## config.mk

```make
export PLATFORM = sky130hd
export DESIGN_NAME = modifier_tap_hold_detector
export DESIGN_NICKNAME = d
export VERILOG_FILES = /design/src/sv/mthd_pkg.sv /design/src/sv/modifier_tap_hold_detector.sv /design/src/sv/mthd_core.sv
export SDC_FILE = /design/constraint.sdc
export NUM_CORES = 1
export LEC_CHECK = 0
export BUFFER_PORTS_ARGS = -buffer_cell sky130_fd_sc_hd__buf_2
export CAP_MARGIN = 10
export CORE_MARGIN = 3
export CORE_UTILIZATION = 50
export DETAILED_ROUTE_END_ITERATION = 10
export PLACE_DENSITY = 0.72
export SYNTH_ARGS = -nofsm -noshare
export SYNTH_HDL_FRONTEND = slang
export SYNTH_SLANG_ARGS = --single-unit
```

## constraint.sdc

```tcl
create_clock -name clk_i -period 2.4 [get_ports clk_i]
set_clock_uncertainty 0.1 [all_clocks]
set_input_delay 0.24 -clock clk_i [delete_from_list [all_inputs] [get_ports clk_i]]
set_output_delay 0.24 -clock clk_i [all_outputs]
set_load 0.02 [all_outputs]
```

## src/sv/mthd_pkg.sv

```systemverilog
// Package for the modifier tap/hold detector.
// Holds the operation and event codes and the result struct; depends on nothing.
package mthd_pkg;

  typedef enum logic [1:0] {
    OP_MODS    = 2'd0,
    OP_TICK    = 2'd1,
    OP_KEY     = 2'd2,
    OP_DISABLE = 2'd3
  } op_e;

  typedef enum logic [1:0] {
    EV_NONE       = 2'd0,
    EV_TAP        = 2'd1,
    EV_HOLD_START = 2'd2,
    EV_HOLD_END   = 2'd3
  } event_e;

  localparam int unsigned MaskW  = 8;
  localparam int unsigned TicksW = 16;

  localparam logic [MaskW-1:0]  TargetMaskRst = 8'd1;
  localparam logic [TicksW-1:0] HoldTicksRst  = 16'd250;

  // Register indexes on the configuration port.
  localparam logic CfgTargetMask = 1'b0;
  localparam logic CfgHoldTicks  = 1'b1;

  typedef struct packed {
    event_e ev;
    logic   held;
  } mthd_result_t;

endpackage

```

## src/sv/modifier_tap_hold_detector.sv

```systemverilog
// Top level of the modifier tap/hold detector: input register, decision core, output register.
// Depends on mthd_pkg and mthd_core.
//
// Channel  | Direction | Contents
// s_axis   | in        | tuser[1:0] opcode, tdata[7:0] modifier_mask
// m_axis   | out       | tdata[1:0] event_code, tdata[2] held_level
// cfg      | in        | index 0 target_mask, index 1 hold_ticks
//
// One transaction per cycle sustained while m_axis does not stall.
// The input register feeds the core, which updates its state and fills the output register
// in the same cycle. A stall on m_axis holds the output register and the input register
// behind it. Reset clears all flags, the timer and both valid bits; the config gets reset values.
module modifier_tap_hold_detector import mthd_pkg::*; (
  input  logic        clk_i,
  input  logic        rst_ni,
  input  logic        s_axis_tvalid_i,
  output logic        s_axis_tready_o,
  input  logic [7:0]  s_axis_tdata_i,   // [7:0] modifier_mask
  input  logic [1:0]  s_axis_tuser_i,   // [1:0] opcode
  output logic        m_axis_tvalid_o,
  input  logic        m_axis_tready_i,
  output logic [7:0]  m_axis_tdata_o,   // [1:0] event_code, [2] held_level, rest zero
  input  logic        cfg_we_i,
  input  logic        cfg_idx_i,
  input  logic [15:0] cfg_data_i
);

  logic [MaskW-1:0]  target_mask_q;
  logic [TicksW-1:0] hold_ticks_q;

  logic             in_valid_q;
  op_e              op_q;
  logic [MaskW-1:0] mods_q;

  logic         out_valid_q;
  mthd_result_t out_q;
  mthd_result_t res;

  logic out_free, fire, accept;

  assign out_free        = !out_valid_q || m_axis_tready_i;
  assign fire            = in_valid_q && out_free;
  assign s_axis_tready_o = !in_valid_q || out_free;
  assign accept          = s_axis_tvalid_i && s_axis_tready_o;

  always_ff @(posedge clk_i or negedge rst_ni) begin
    if (!rst_ni) begin
      target_mask_q <= TargetMaskRst;
      hold_ticks_q  <= HoldTicksRst;
    end else if (cfg_we_i) begin
      unique case (cfg_idx_i)
        CfgTargetMask: target_mask_q <= cfg_data_i[MaskW-1:0];
        CfgHoldTicks:  hold_ticks_q  <= cfg_data_i[TicksW-1:0];
        default: ;
      endcase
    end
  end

  always_ff @(posedge clk_i or negedge rst_ni) begin
    if (!rst_ni) begin
      in_valid_q <= 1'b0;
    end else if (s_axis_tready_o) begin
      in_valid_q <= s_axis_tvalid_i;
    end
  end

  always_ff @(posedge clk_i) begin
    if (accept) begin
      op_q   <= op_e'(s_axis_tuser_i);
      mods_q <= s_axis_tdata_i;
    end
  end

  mthd_core u_core (
    .clk_i         (clk_i),
    .rst_ni        (rst_ni),
    .fire_i        (fire),
    .op_i          (op_q),
    .mods_i        (mods_q),
    .target_mask_i (target_mask_q),
    .hold_ticks_i  (hold_ticks_q),
    .res_o         (res)
  );

  always_ff @(posedge clk_i or negedge rst_ni) begin
    if (!rst_ni) begin
      out_valid_q <= 1'b0;
    end else if (out_free) begin
      out_valid_q <= in_valid_q;
    end
  end

  always_ff @(posedge clk_i) begin
    if (fire) begin
      out_q <= res;
    end
  end

  assign m_axis_tvalid_o = out_valid_q;
  assign m_axis_tdata_o  = {5'd0, out_q.held, out_q.ev};

endmodule

```

## src/sv/mthd_core.sv

```systemverilog
// Tap/hold decision state: press flags, ignore logic and the one-shot hold timer.
// Depends on mthd_pkg.
module mthd_core import mthd_pkg::*; (
  input  logic              clk_i,
  input  logic              rst_ni,
  input  logic              fire_i,
  input  op_e               op_i,
  input  logic [MaskW-1:0]  mods_i,
  input  logic [MaskW-1:0]  target_mask_i,
  input  logic [TicksW-1:0] hold_ticks_i,
  output mthd_result_t      res_o
);

  logic              full_q, full_d;
  logic              part_q, part_d;
  logic              held_q, held_d;
  logic              ignore_q, ignore_d;
  logic              foreign_q, foreign_d;
  logic              run_q, run_d;
  logic [TicksW-1:0] count_q, count_d;
  event_e            ev;

  logic m_part, m_full, m_other;

  assign m_part  = (target_mask_i & mods_i) != '0;
  assign m_full  = (target_mask_i == mods_i);
  assign m_other = (mods_i & ~target_mask_i) != '0;

  always_comb begin
    full_d    = full_q;
    part_d    = part_q;
    held_d    = held_q;
    ignore_d  = ignore_q;
    foreign_d = foreign_q;
    run_d     = run_q;
    count_d   = count_q;
    ev        = EV_NONE;
    unique case (op_i)
      OP_MODS: begin
        if (!ignore_q && full_q && !held_q && !m_full && !m_other) begin
          ev = EV_TAP;
        end else if (full_q && held_q && !m_full) begin
          held_d = 1'b0;
          ev     = EV_HOLD_END;
        end
        if (!part_q && m_part) begin
          ignore_d = 1'b0;
          run_d    = 1'b1;
          count_d  = hold_ticks_i;
        end
        // A foreign modifier down with a target one marks this press as ignored.
        if (m_other && m_part) begin
          foreign_d = 1'b0;
          ignore_d  = 1'b1;
        end
        full_d = m_full;
        part_d = m_part;
      end
      OP_TICK: begin
        if (run_q) begin
          if (count_q > TicksW'(1)) begin
            count_d = count_q - TicksW'(1);
          end else begin
            count_d = '0;
            run_d   = 1'b0;
            if (full_q && !ignore_q) begin
              held_d = 1'b1;
              ev     = EV_HOLD_START;
            end
          end
        end
      end
      OP_KEY: begin
        if (full_q) begin
          ignore_d = 1'b1;
        end
      end
      OP_DISABLE: begin
        run_d    = 1'b0;
        count_d  = '0;
        full_d   = 1'b0;
        part_d   = 1'b0;
        ignore_d = 1'b0;
        held_d   = 1'b0;
        if (held_q) begin
          ev = EV_HOLD_END;
        end
      end
      default: ;
    endcase
  end

  assign res_o.ev   = ev;
  assign res_o.held = held_d;

  always_ff @(posedge clk_i or negedge rst_ni) begin
    if (!rst_ni) begin
      full_q    <= 1'b0;
      part_q    <= 1'b0;
      held_q    <= 1'b0;
      ignore_q  <= 1'b0;
      foreign_q <= 1'b0;
      run_q     <= 1'b0;
      count_q   <= '0;
    end else if (fire_i) begin
      full_q    <= full_d;
      part_q    <= part_d;
      held_q    <= held_d;
      ignore_q  <= ignore_d;
      foreign_q <= foreign_d;
      run_q     <= run_d;
      count_q   <= count_d;
    end
  end

  a_hold_start_sets: assert property (@(posedge clk_i) disable iff (!rst_ni)
    fire_i && res_o.ev == EV_HOLD_START |=> held_q)
    else $error("held flag not set after hold start");

  a_hold_end_clears: assert property (@(posedge clk_i) disable iff (!rst_ni)
    fire_i && res_o.ev == EV_HOLD_END |=> !held_q)
    else $error("held flag still set after hold end");

  a_idle_timer_zero: assert property (@(posedge clk_i) disable iff (!rst_ni)
    !run_q |-> count_q == '0)
    else $error("stopped timer holds a nonzero count");

endmodule

```

Word level (Yosys, flattened, before mapping)
Cells that the tools add are included.
{ "word_totals": {"mem_bits_rw": 0, "latchBits": 0, "memories": 0, "in_bits": 32, "word_cells": 86, "ff_bits": 60, "rom_bits": 0} }
{ "op_classes": {"eq_ne": 8, "n_addsub": 1, "n_div": 0, "order_cmp": 1, "multipliers": 0, "reduce_logical": 31, "muxes": 27, "shift": 0, "bitwise_logic": 4} }
{ "ops": {"columns": ["operator", "count"], "rows": [
  ["$mux 16", 3],
  ["$pmux 16 s3", 1],
  ["$and 8x8->8", 2],
  ["$gt 16x1->1 const B", 1],
  ["$reduce_bool 8->1", 2],
  ["$sub 16x1->16 const B", 1],
  ["$mux 2", 6],
  ["$mux 1", 11],
  ["$logic_and 1x1->1", 10],
  ["$pmux 1 s3", 3],
  ["$eq 8x8->1", 1],
  ["$not 8->8", 1],
  ["$reduce_and 4->1", 2],
  ["$logic_not 1->1", 7],
  ["$ne 2x1->1 const B", 3],
  ["$pmux 2 s3", 1],
  ["$reduce_and 2->1", 3],
  ["$reduce_bool 3->1", 2],
  ["$eq 2x2->1 const B", 2],
  ["$pmux 1 s2", 2],
  ["$ne 3x1->1 const B", 1],
  ["$reduce_and 3->1", 1],
  ["$eq 2x1->1 const B", 1],
  ["$logic_not 2->1", 1],
  ["other kinds (3)", 4]
]} }

Depth between registers and ports, before layout
Gate-level depths: netlist of run 1.
{ "depth": {"word_depth": 7, "ltp_mapped": 8, "mapped_depth_nobuf": 7} }

By module
Synthesis of run 1 repeated with hierarchy kept, for this count alone.
{ "hier_totals": {"hier_cells": 284, "hier_area_um2": 3258.1} }
{ "by_module_without_submodules": {"columns": ["mod", "area_each_um2", "n_inst", "cells_each", "seq_area_each_um2"], "rows": [
  ["mthd_core", 1741.7, 1, 205, 525.5],
  ["modifier_tap_hold_detector", 1516.5, 1, 79, 1049.8]
]} }

Worst setup path after synthesis of run 1
No wires, ideal clock.
{ "synth_path": {"path_kind": "flip-flop to flip-flop", "from": "register target_mask_q[0]", "to": "register out_q, in the netlist m_axis_tdata_o[2] (data pin)", "path_slack_ns": 0.137, "setup_time_ns": 0.261, "t_arrival_ns": 1.902, "stages_incl_launch_ff": 8, "path_cell_list": "dfstp_2 -> inv_1 -> ha_1 -> or4_1 -> nor3_2 -> o211ai_1 -> and2_1 -> o32a_1"} }
{ "synth_lines": {"columns": ["item", "line_no", "source"], "rows": [
  ["from (decl)", "modifier_tap_hold_detector.sv:28", "logic [MaskW-1:0] target_mask_q;"],
  ["from (signal assigned)", "modifier_tap_hold_detector.sv:48", "target_mask_q <= TargetMaskRst;"],
  ["from (signal assigned)", "modifier_tap_hold_detector.sv:52", "CfgTargetMask: target_mask_q <= cfg_data_i[MaskW-1:0];"],
  ["to (signal assigned)", "modifier_tap_hold_detector.sv:95", "out_q <= res;"],
  ["to (decl)", "modifier_tap_hold_detector.sv:36", "mthd_result_t out_q;"]
]} }

==> metrics, run 1 <==
RSZ-0062 raised after global routing=no; post-route ant nets=0; CP max FO=2; Worst Path Buf+Inv=0; Syn Area/Cell=10.9 um2; clk slew on worst S/H paths=0.07 ns; Clock Path Buffers=2; Root Buffer=clkbuf_8; worst rel slew slack=0.507; CTS tree=built; worst-margin pin slew=0.738 ns; cts bufs inserted=9; final instance area=3830 um2; Fillers=485; Slowest cell on crit path=or4_4; Post-synth EDFFs=13; area growth from synthesis to layout=20.6%; Tightest Hold Check Type=in -> reg; Setup Viol. Count Final=0; FF+latch count, synth=60; CP Launch Type=flip-flop; share of post-route cells with drive strength above 1=0.272; Critical Path RT=between 2 and 2.5 ns; die width=85.7 um; gp weighted congestion=0.817; Total Routing Usage GR=0.195; max-cap violations=0; first-pass GRT wire length=11.3 mm; die area=7350 um2; GRT overflow=0; Seq/Total Area, Yosys=0.495; Primary FF master, synth=dfrtp_1; Yosys cell types=50; Routed wire per std cell=between 15 and 20 um; DP Worst Slack=-0.0131 ns; IO buf count=36; status=finished, final reports clean; Pre-antenna DRT Iters=4; number of remaining DRC errors=0; n_diodes=0; leading cell types in the layout, fill and taps excluded=dfrtp_1 (40), buf_2 (36), nand2_1 (31); Placed Cells=between 400 and 500; fmax=~440 MHz; footprint of the multi-input gates=1480 um2; antenna violations before repair=0; setup tns final=0 ns; effective utilization at floorplan=0.528; Power per Cell Area=808 nW/um2; nets@finish=415; CP top delay family=simple AND/OR/NAND/NOR gates; CP Data Arrival Time=2.27 ns; DR vias/cell=between 5 and 6; H-tree levels=3; Std-Cell Rows=28; Critical Path End Type=flip-flop; core box area=6030 um2; drt total wl=roughly 6.7 mm; Cell Count, Final, Fillers Out=between 400 and 500; Sequential cell area=1580 um2; io pins=42; final hold violations=0; critical path type=reg -> reg; vias=2,437; drt initial violations=80; commonest non-fill, non-tap cell in the layout=dfrtp_1; Max IR drop VDD=0.466 mV; post-layout min period=around 2.3 ns; vias in the first global route=around 2.5k; Pleak=0.00172 uW; Yosys warnings=0; largest net degree at the start of global routing=26; Max Slew Vio Count=0; Synth Instances=about 300; WHS=roughly 0.021 ns; Die Ht=85.7 um; clk sinks=60; worst skew pair latency=0.34 ns; placed cell area=approximately 3500 um2; slack of the critical path=0.119 ns; Largest stage delay, worst path=0.56 ns; HPWL Detailed=4.59 mm; cell area after synthesis=3180 um2; CP Cell Sequence=ha_1, or4_4, nor3_4, o211ai_1, and2_1, o32a_1; period utilisation layout=0.951; Async S/R FF share, synth=0.783
## what timing repair did
action	CTS	global route
hold buffers	12	0
pin swaps	2	1
setup buffers	4	0
resized for setup	2	0
hold endpoints to repair	33	0
setup endpoints to repair	1	1
## cell families after synthesis
kind of cell | after synthesis | share of synthesized area
other | 1 | 0.00118
multiplexers | 16 | 0.0567
buffers and inverters | 31 | 0.0457
adder cells (fa/ha/maj) | 24 | 0.0945
AND/OR/NAND/NOR | 88 | 0.148
AO/OA/AOI/OAI | 73 | 0.159
flip-flops | 60 | 0.495
## cell usage after synthesis (6+ instances only)
cell	count	area, um2
ha_1	24	300
o31ai_1	6	45.0
nand2b_1	6	37.5
nor3_1	8	40.0
dfrtp_1	40	1000
nand2_1	31	116
inv_1	19	71.3
a21oi_1	7	35.0
nor2_1	13	48.8
edfxtp_1	13	390
mux2_2	16	180
nor4_1	6	37.5
a22oi_1	6	45.0
dfstp_2	7	184
o21ai_0	22	110
## layout make-up
type,count,share of cell area
Clock buffer,14,0.0424
Clock inverter,2,0.00261
Inverter,19,0.0186
Multi-Input combinational cell,206,0.387
Sequential cell,60,0.411
Tap cell,75,0.0245
Timing Repair Buffer,63,0.114
## stage by stage
step                utilization  total power, uW
floorplan                     -             2000
global placement          0.581             2240
detailed placement        0.581             2270
CTS                       0.636             3120
global route              0.636             3300
finish                    0.636             3100
## per-layer routing
metal	vias to the layer above	GRT usage	routed length, um
li1	1186	-	-
met1	1175	0.236	2920
met2	57	0.333	3340
met3	19	0.0480	252
met4	0	0.0806	159
met5	-	0	0
## sequential cells by signal, summed over array words and instances, names as in the netlist
register / flops
m_axis_tdata_o: 3
m_axis_tvalid_o: 1
op_q: 2
u_core.count_q: 16
in_valid_q: 1
u_core.run_q: 1
u_core.ignore_q: 1
u_core.full_q: 1
target_mask_q: 8
u_core.held_q: 1
hold_ticks_q: 16
u_core.part_q: 1
mods_q: 8
## report_power, final
| group | leakage [uW] | switching [uW] | total [uW] | internal (uW) |
|---|---|---|---|---|
| registers | 0.000691 | 196 | 1450 | 1250 |
| clock network | 0.0000905 | 380 | 809 | 429 |
| logic | 0.000934 | 438 | 838 | 400 |
| total | 0.00172 | 1010 | 3100 | 2080 |
## path summary, 6_finish.rpt
path / from / end / slack (ns) / depth (start not counted)
worst max-delay path: mods_q[5]$_DFFE_PP_ / m_axis_tdata_o[2]$_DFFE_PP_ / 0.12 / 6
worst min-delay path: cfg_data_i[10] / hold_ticks_q[10]$_DFFE_PN0P_ / 0.02 / 2
worst max register to register: mods_q[5]$_DFFE_PP_ / m_axis_tdata_o[2]$_DFFE_PP_ / 0.12 / 6
worst min register to register: hold_ticks_q[0]$_DFFE_PN0P_ / hold_ticks_q[0]$_DFFE_PN0P_ / 0.41 / 1
max in group asynchronous: rst_ni / hold_ticks_q[6]$_DFFE_PN1P_ / 1.26 / 3
min in group asynchronous: rst_ni / hold_ticks_q[10]$_DFFE_PN0P_ / 0.32 / 2
Note: power is estimated with default switching activity, not from simulation.
==> run 2, diff against run 1 <==
CORE_UTILIZATION = 52   (was 50)
PLACE_DENSITY = 0.75   (was 0.72)
==> run 2 against run 1 <==
Clock power increased by 14%. Core utilization increased by 3.8 points. Die area decreased by 3.6%. Sequential power about the same. First-iteration DRC count increased by 89%. Final cell count decreased by 0.46%. Wire length increased by 4.2%. Count of clock-buffer cells in the layout decreased by 2. Critical path type unchanged. Global-route usage increased by 1.3 points. Critical path depth increased by 1. Largest power group unchanged. Flip-flop and latch count unchanged. Combinational power increased by 3.0%.
==> metrics, run 2 (same netlist as run 1, synthesis figures left out) <==
Routed wire per std cell=15.9 um; Pre-antenna DRT Iters=5; drt initial violations=151; CTS tree=built; core box area=5710 um2; Total Routing Usage GR=0.209; Die Ht=~84 um; cts bufs inserted=9; worst skew pair latency=roughly 0.34 ns; DR vias/cell=about 5.6; clock share of power=0.286; Max IR drop VDD=0.433 mV; io pins=42; area growth from synthesis to layout=21.2%; r2r worst-path depth=7; HP Start=cfg_data_i[2]; Worst R2R Setup Slack=0.11 ns; antenna violations before repair=0; worst rel slew slack=0.507; number of remaining DRC errors=0; CP Launch Type=flip-flop; max-cap violations=0; Power per Cell Area=840 nW/um2; gp weighted congestion=0.855; Max Slew Vio Count=0; Critical Path RT=around 2.4 ns; Internal Power=around 2200 uW; switch share=0.323; Setup Viol. Count Final=0; commonest non-fill, non-tap cell in the layout=dfrtp_1; clk slew on worst S/H paths=0.07 ns; Root Buffer=clkbuf_8; Critical Path End Type=flip-flop; post-route ant nets=0; Largest regs=hold_ticks_q (16), u_core.count_q (16); status=finished, final reports clean; GRT overflow=0; Hold Path Stages=3; share of total power in combinational logic=0.267; P_sw=about 1000 uW; Std-Cell Rows=27; RR Endpoint=m_axis_tdata_o[2]$_DFFE_PP_; post-layout min period=2.29 ns; first-pass GRT wire length=11.8 mm; nets@finish=416; period utilisation layout=0.954; fmax=437 MHz; HPWL Detailed=approximately 4.9 mm; die width=about 84 um; leading cell types in the layout, fill and taps excluded=dfrtp_1 (40), buf_2 (36), nand2_1 (30); CP Data Arrival Time=2.27 ns; Clock Path Buffers=2; Critical R2R Launch=target_mask_q[0]$_DFFE_PN1P_; share of post-route cells with drive strength above 1=0.285; Hold Crit Endpoint=target_mask_q[2]$_DFFE_PN0P_; Seq pwr share=0.447; DP Worst Slack=-0.00727 ns; IO buf count=36; vias=around 2.5k; CP max FO=2; Tot Pwr=3240 uW; clk sinks=60; slack of the critical path=~0.11 ns; n_diodes=0; worst-margin pin slew=around 0.74 ns; final hold violations=0; Pleak=0.00172 uW; Tightest Hold Check Type=in -> reg; drt total wl=6.94 mm; setup tns final=0 ns; vias in the first global route=around 2.5k; critical path type=reg -> reg; effective utilization at floorplan=0.557; H-tree levels=3; largest net degree at the start of global routing=18; die area=7090 um2
[run 2: cell types whose count changed in the layout (fill, tap and decap cells not counted), sizes merged]
cell      change
buf           +1
clkinvlp      +1
clkbuf        -2
bufinv        +1
[run 2: timing repair]
item	CTS	global route
pin swaps	2	1
setup endpoints to repair	1	13
gates cloned	0	0
buffers inserted	4	0
hold buffers	12	0
gates resized for setup	2	2
hold endpoints to repair	23	0
[run 2: area by class of cell]
| cell class | instances | area, um2 |
|---|---|---|
| Timing Repair Buffer | 64 | 420 |
| Clock buffer | 12 | 155 |
| Tap cell | 72 | 90.1 |
| Fill cell | 452 | 1860 |
| Sequential cell | 60 | 1580 |
| Inverter | 19 | 71.3 |
| Clock inverter | 4 | 47.5 |
| Multi-Input combinational cell | 206 | 1490 |
[run 2: worst max path at each step]
stage	from	cells past startpoint	slack [ns]	endpoint
final	target_mask_q[0]$_DFFE_PN1P_	7	0.11	m_axis_tdata_o[2]$_DFFE_PP_
after global routing	op_q[1]$_DFFE_PP_	6	-0.02	u_core.count_q[4]$_DFFE_PN0P_
after CTS	target_mask_q[0]$_DFFE_PN1P_	7	0.07	m_axis_tdata_o[2]$_DFFE_PP_
after detailed placement	target_mask_q[0]$_DFFE_PN1P_	7	-0.007	m_axis_tdata_o[2]$_DFFE_PP_
after global placement	target_mask_q[0]$_DFFE_PN1P_	7	0.04	m_axis_tdata_o[2]$_DFFE_PP_
after floorplan	target_mask_q[0]$_DFFE_PN1P_	7	0.14	m_axis_tdata_o[2]$_DFFE_PP_
[run 2: power by group through the flow]
stage                     logic (uW)  registers (uW)  clock network, uW
after global routing             964            1470               1000
after floorplan                  589            1420                  0
after detailed placement         829            1460                  0
final                            863            1450                925
after global placement           802            1450                  0
after CTS                        859            1440                943
[run 2: metrics by stage]
| stage | instance area (um2) | utilization | hold slack, ns | cells |
|---|---|---|---|---|
| floorplan | 3190 | - | -0.156 | 297 |
| global placement | 3480 | 0.610 | 0.0776 | 405 |
| detailed placement | 3480 | 0.610 | 0.0800 | 405 |
| CTS | 3840 | 0.673 | 0.0196 | 437 |
| global route | 3850 | 0.675 | 0.0165 | 437 |
| finish | 3850 | 0.675 | 0.0276 | 437 |
[run 2: routing by layer]
layer / global-route usage / vias to the layer above / wire [um]
li1: - / 1190 / -
met1: 0.270 / 1189 / 3070
met2: 0.334 / 72 / 3480
met3: 0.0500 / 8 / 311
met4: 0.0921 / 0 / 88
met5: 0 / - / 0
[run 2: critical path: stages (launching register included)]
cell and delay (ns):
dfstp_2 0.53, inv_1 0.06, ha_1 0.19, or4_4 0.44
nor3_4 0.15, o211ai_1 0.10, and2_1 0.18, o32a_1 0.29
==> run 3, diff against run 2 <==
SETUP_SLACK_MARGIN = 0.3   (was default)
==> run 3 against run 2 <==
Count of clock-buffer cells in the layout shrank 2. Via count grew 3.1%. Hold slack gained 0.0014 ns. First-iteration DRC count shrank 30%. Critical path depth is the same. Maximum frequency grew 0.87%. Power grew 3.6%. Core utilization grew 2.9 points. Sequential power is essentially flat. Wire length grew 5.5%. Combinational power grew 8.1%. Final area grew 4.3%. Critical endpoint unchanged. Largest cell class unchanged.
==> metrics, run 3 (same netlist as run 1, synthesis figures left out) <==
Critical R2R Launch=target_mask_q[7]$_DFFE_PN0P_; r2r worst-path depth=7; post-route ant nets=0; Max IR drop VDD=approximately 0.5 mV; Hold Crit Endpoint=hold_ticks_q[9]$_DFFE_PN0P_; first-pass GRT wire length=~12 mm; WHS=around 0.029 ns; placed cell area=3480 um2; fmax=441 MHz; IO buf count=36; share of post-route cells with drive strength above 1=0.341; drt initial violations=approximately 110; Total Routing Usage GR=0.212; Worst R2R Setup Slack=0.13 ns; setup tns final=0 ns; Sequential cell area=1580 um2; HPWL Detailed=4.75 mm; Fillers=414; Critical Path End Type=flip-flop; commonest non-fill, non-tap cell in the layout=dfrtp_1; max-cap violations=0; CP Data Arrival Time=2.25 ns; worst rel slew slack=0.486; die area=7090 um2; nets@finish=426; cts bufs inserted=9; Tightest Hold Check Type=in -> reg; leading cell types in the layout, fill and taps excluded=dfrtp_1 (40), buf_2 (36), nand2_1 (28); Power per Cell Area=835 nW/um2; Largest stage delay, worst path=approximately 0.5 ns; Pre-antenna DRT Iters=4; status=finished, final reports clean; drt total wl=~7.3 mm; RSZ-0062 raised after global routing=yes; vias in the first global route=2,567; Pleak=0.00178 uW; post-layout min period=between 2 and 2.5 ns; H-tree levels=3; GRT overflow=0; Root Buffer=clkbuf_8; n_diodes=0; area growth from synthesis to layout=26.3%; final instance area=about 4000 um2; io pins=42; final hold violations=0; Slowest cell on crit path=or4_4; antenna violations before repair=0; DP Worst Slack=0.100 ns; Std-Cell Rows=27; Setup Viol. Count Final=0; CP max FO=2; vias=2,534; CTS tree=built; core box area=5710 um2; die width=84.2 um; number of remaining DRC errors=0; clk slew on worst S/H paths=approximately 0.070 ns; worst skew pair latency=0.34 ns; Final Util=0.703; footprint of the multi-input gates=1570 um2; Largest regs=hold_ticks_q (16), u_core.count_q (16); slack of the critical path=0.130 ns; CP Launch Type=flip-flop; worst-margin pin slew=0.769 ns; effective utilization at floorplan=0.557; Hold Path Stages=2; Routed wire per std cell=16.4 um; critical path type=reg -> reg; RR Endpoint=m_axis_tdata_o[2]$_DFFE_PP_; gp weighted congestion=0.833; HP Start=cfg_data_i[9]; Max Slew Vio Count=0; largest net degree at the start of global routing=48; DR vias/cell=5.67; Critical Path RT=approximately 2.4 ns; period utilisation layout=0.946; Clock Path Buffers=2; CP Cell Sequence=inv_1, ha_2, or4_4, nor3_4, o211ai_1, and2_1, o32a_1; clk sinks=60; Die Ht=84.2 um
[run 3: cell count changes in the layout (fill, tap and decap cells not counted), sizes merged]
cell,before,now
and2,6,7
buf,52,61
bufinv,1,2
clkbuf,12,10
clkinv,2,4
clkinvlp,1,0
[run 3: cell type report]
cell class | count | area share
clock inverter | 6 | 0.0196
clock buffer | 10 | 0.0318
multi-input combinational | 207 | 0.392
sequential | 60 | 0.392
inverter | 19 | 0.0178
tap | 72 | 0.0224
timing repair buffer | 73 | 0.124
[run 3: timing repair]
action,in CTS,in global routing
gates resized for setup,17,10
pin swaps,4,6
buffers inserted,7,7
gates cloned,0,1
hold buffers,12,0
setup endpoints to repair,17,20
endpoints found under the hold margin,51,0
[run 3: routing by layer]
metal / GRT usage / vias up / share of wire
met5: 0 / - / 0
met4: 0.0833 / 0 / 0.014
met3: 0.0608 / 11 / 0.054
met2: 0.353 / 67 / 0.51
met1: 0.261 / 1243 / 0.43
li1: - / 1213 / -
[run 3: worst max path at each step]
stage / from / endpoint / slack (ns) / depth (start not counted)
6_report: target_mask_q[7]$_DFFE_PN0P_ / m_axis_tdata_o[2]$_DFFE_PP_ / 0.13 / 7
5_1_grt: mods_q[5]$_DFFE_PP_ / m_axis_tdata_o[2]$_DFFE_PP_ / 0.05 / 6
4_1_cts: mods_q[6]$_DFFE_PP_ / m_axis_tdata_o[2]$_DFFE_PP_ / 0.16 / 6
3_5_place_dp: target_mask_q[0]$_DFFE_PN1P_ / m_axis_tdata_o[2]$_DFFE_PP_ / 0.10 / 7
3_3_place_gp: target_mask_q[0]$_DFFE_PN1P_ / m_axis_tdata_o[2]$_DFFE_PP_ / 0.13 / 7
2_1_floorplan: target_mask_q[0]$_DFFE_PN1P_ / m_axis_tdata_o[2]$_DFFE_PP_ / 0.21 / 7
[run 3: report_power, final]
group          switching [uW]  internal [uW]  leakage [uW]
combinational             482            451      0.000985
clock                     388            576      0.000107
sequential                201           1250      0.000691
[run 3: worst max-delay path, delay by kind of cell, from the launching register on]
kind	cells	cell delay [ns]
adders and majority gates	1	0.19
buffers and inverters	1	0.08
AOI/OAI and AO/OA	2	0.41
and+or+nand+nor	3	0.87
DFF	1	0.38
[run 3: metrics by stage]
step / std cells / power, uW
detailed placement: 404 / 2280
finish: 447 / 3350
CTS: 439 / 3310
global route: 447 / 3560
global placement: 404 / 2250
floorplan: 297 / 2010
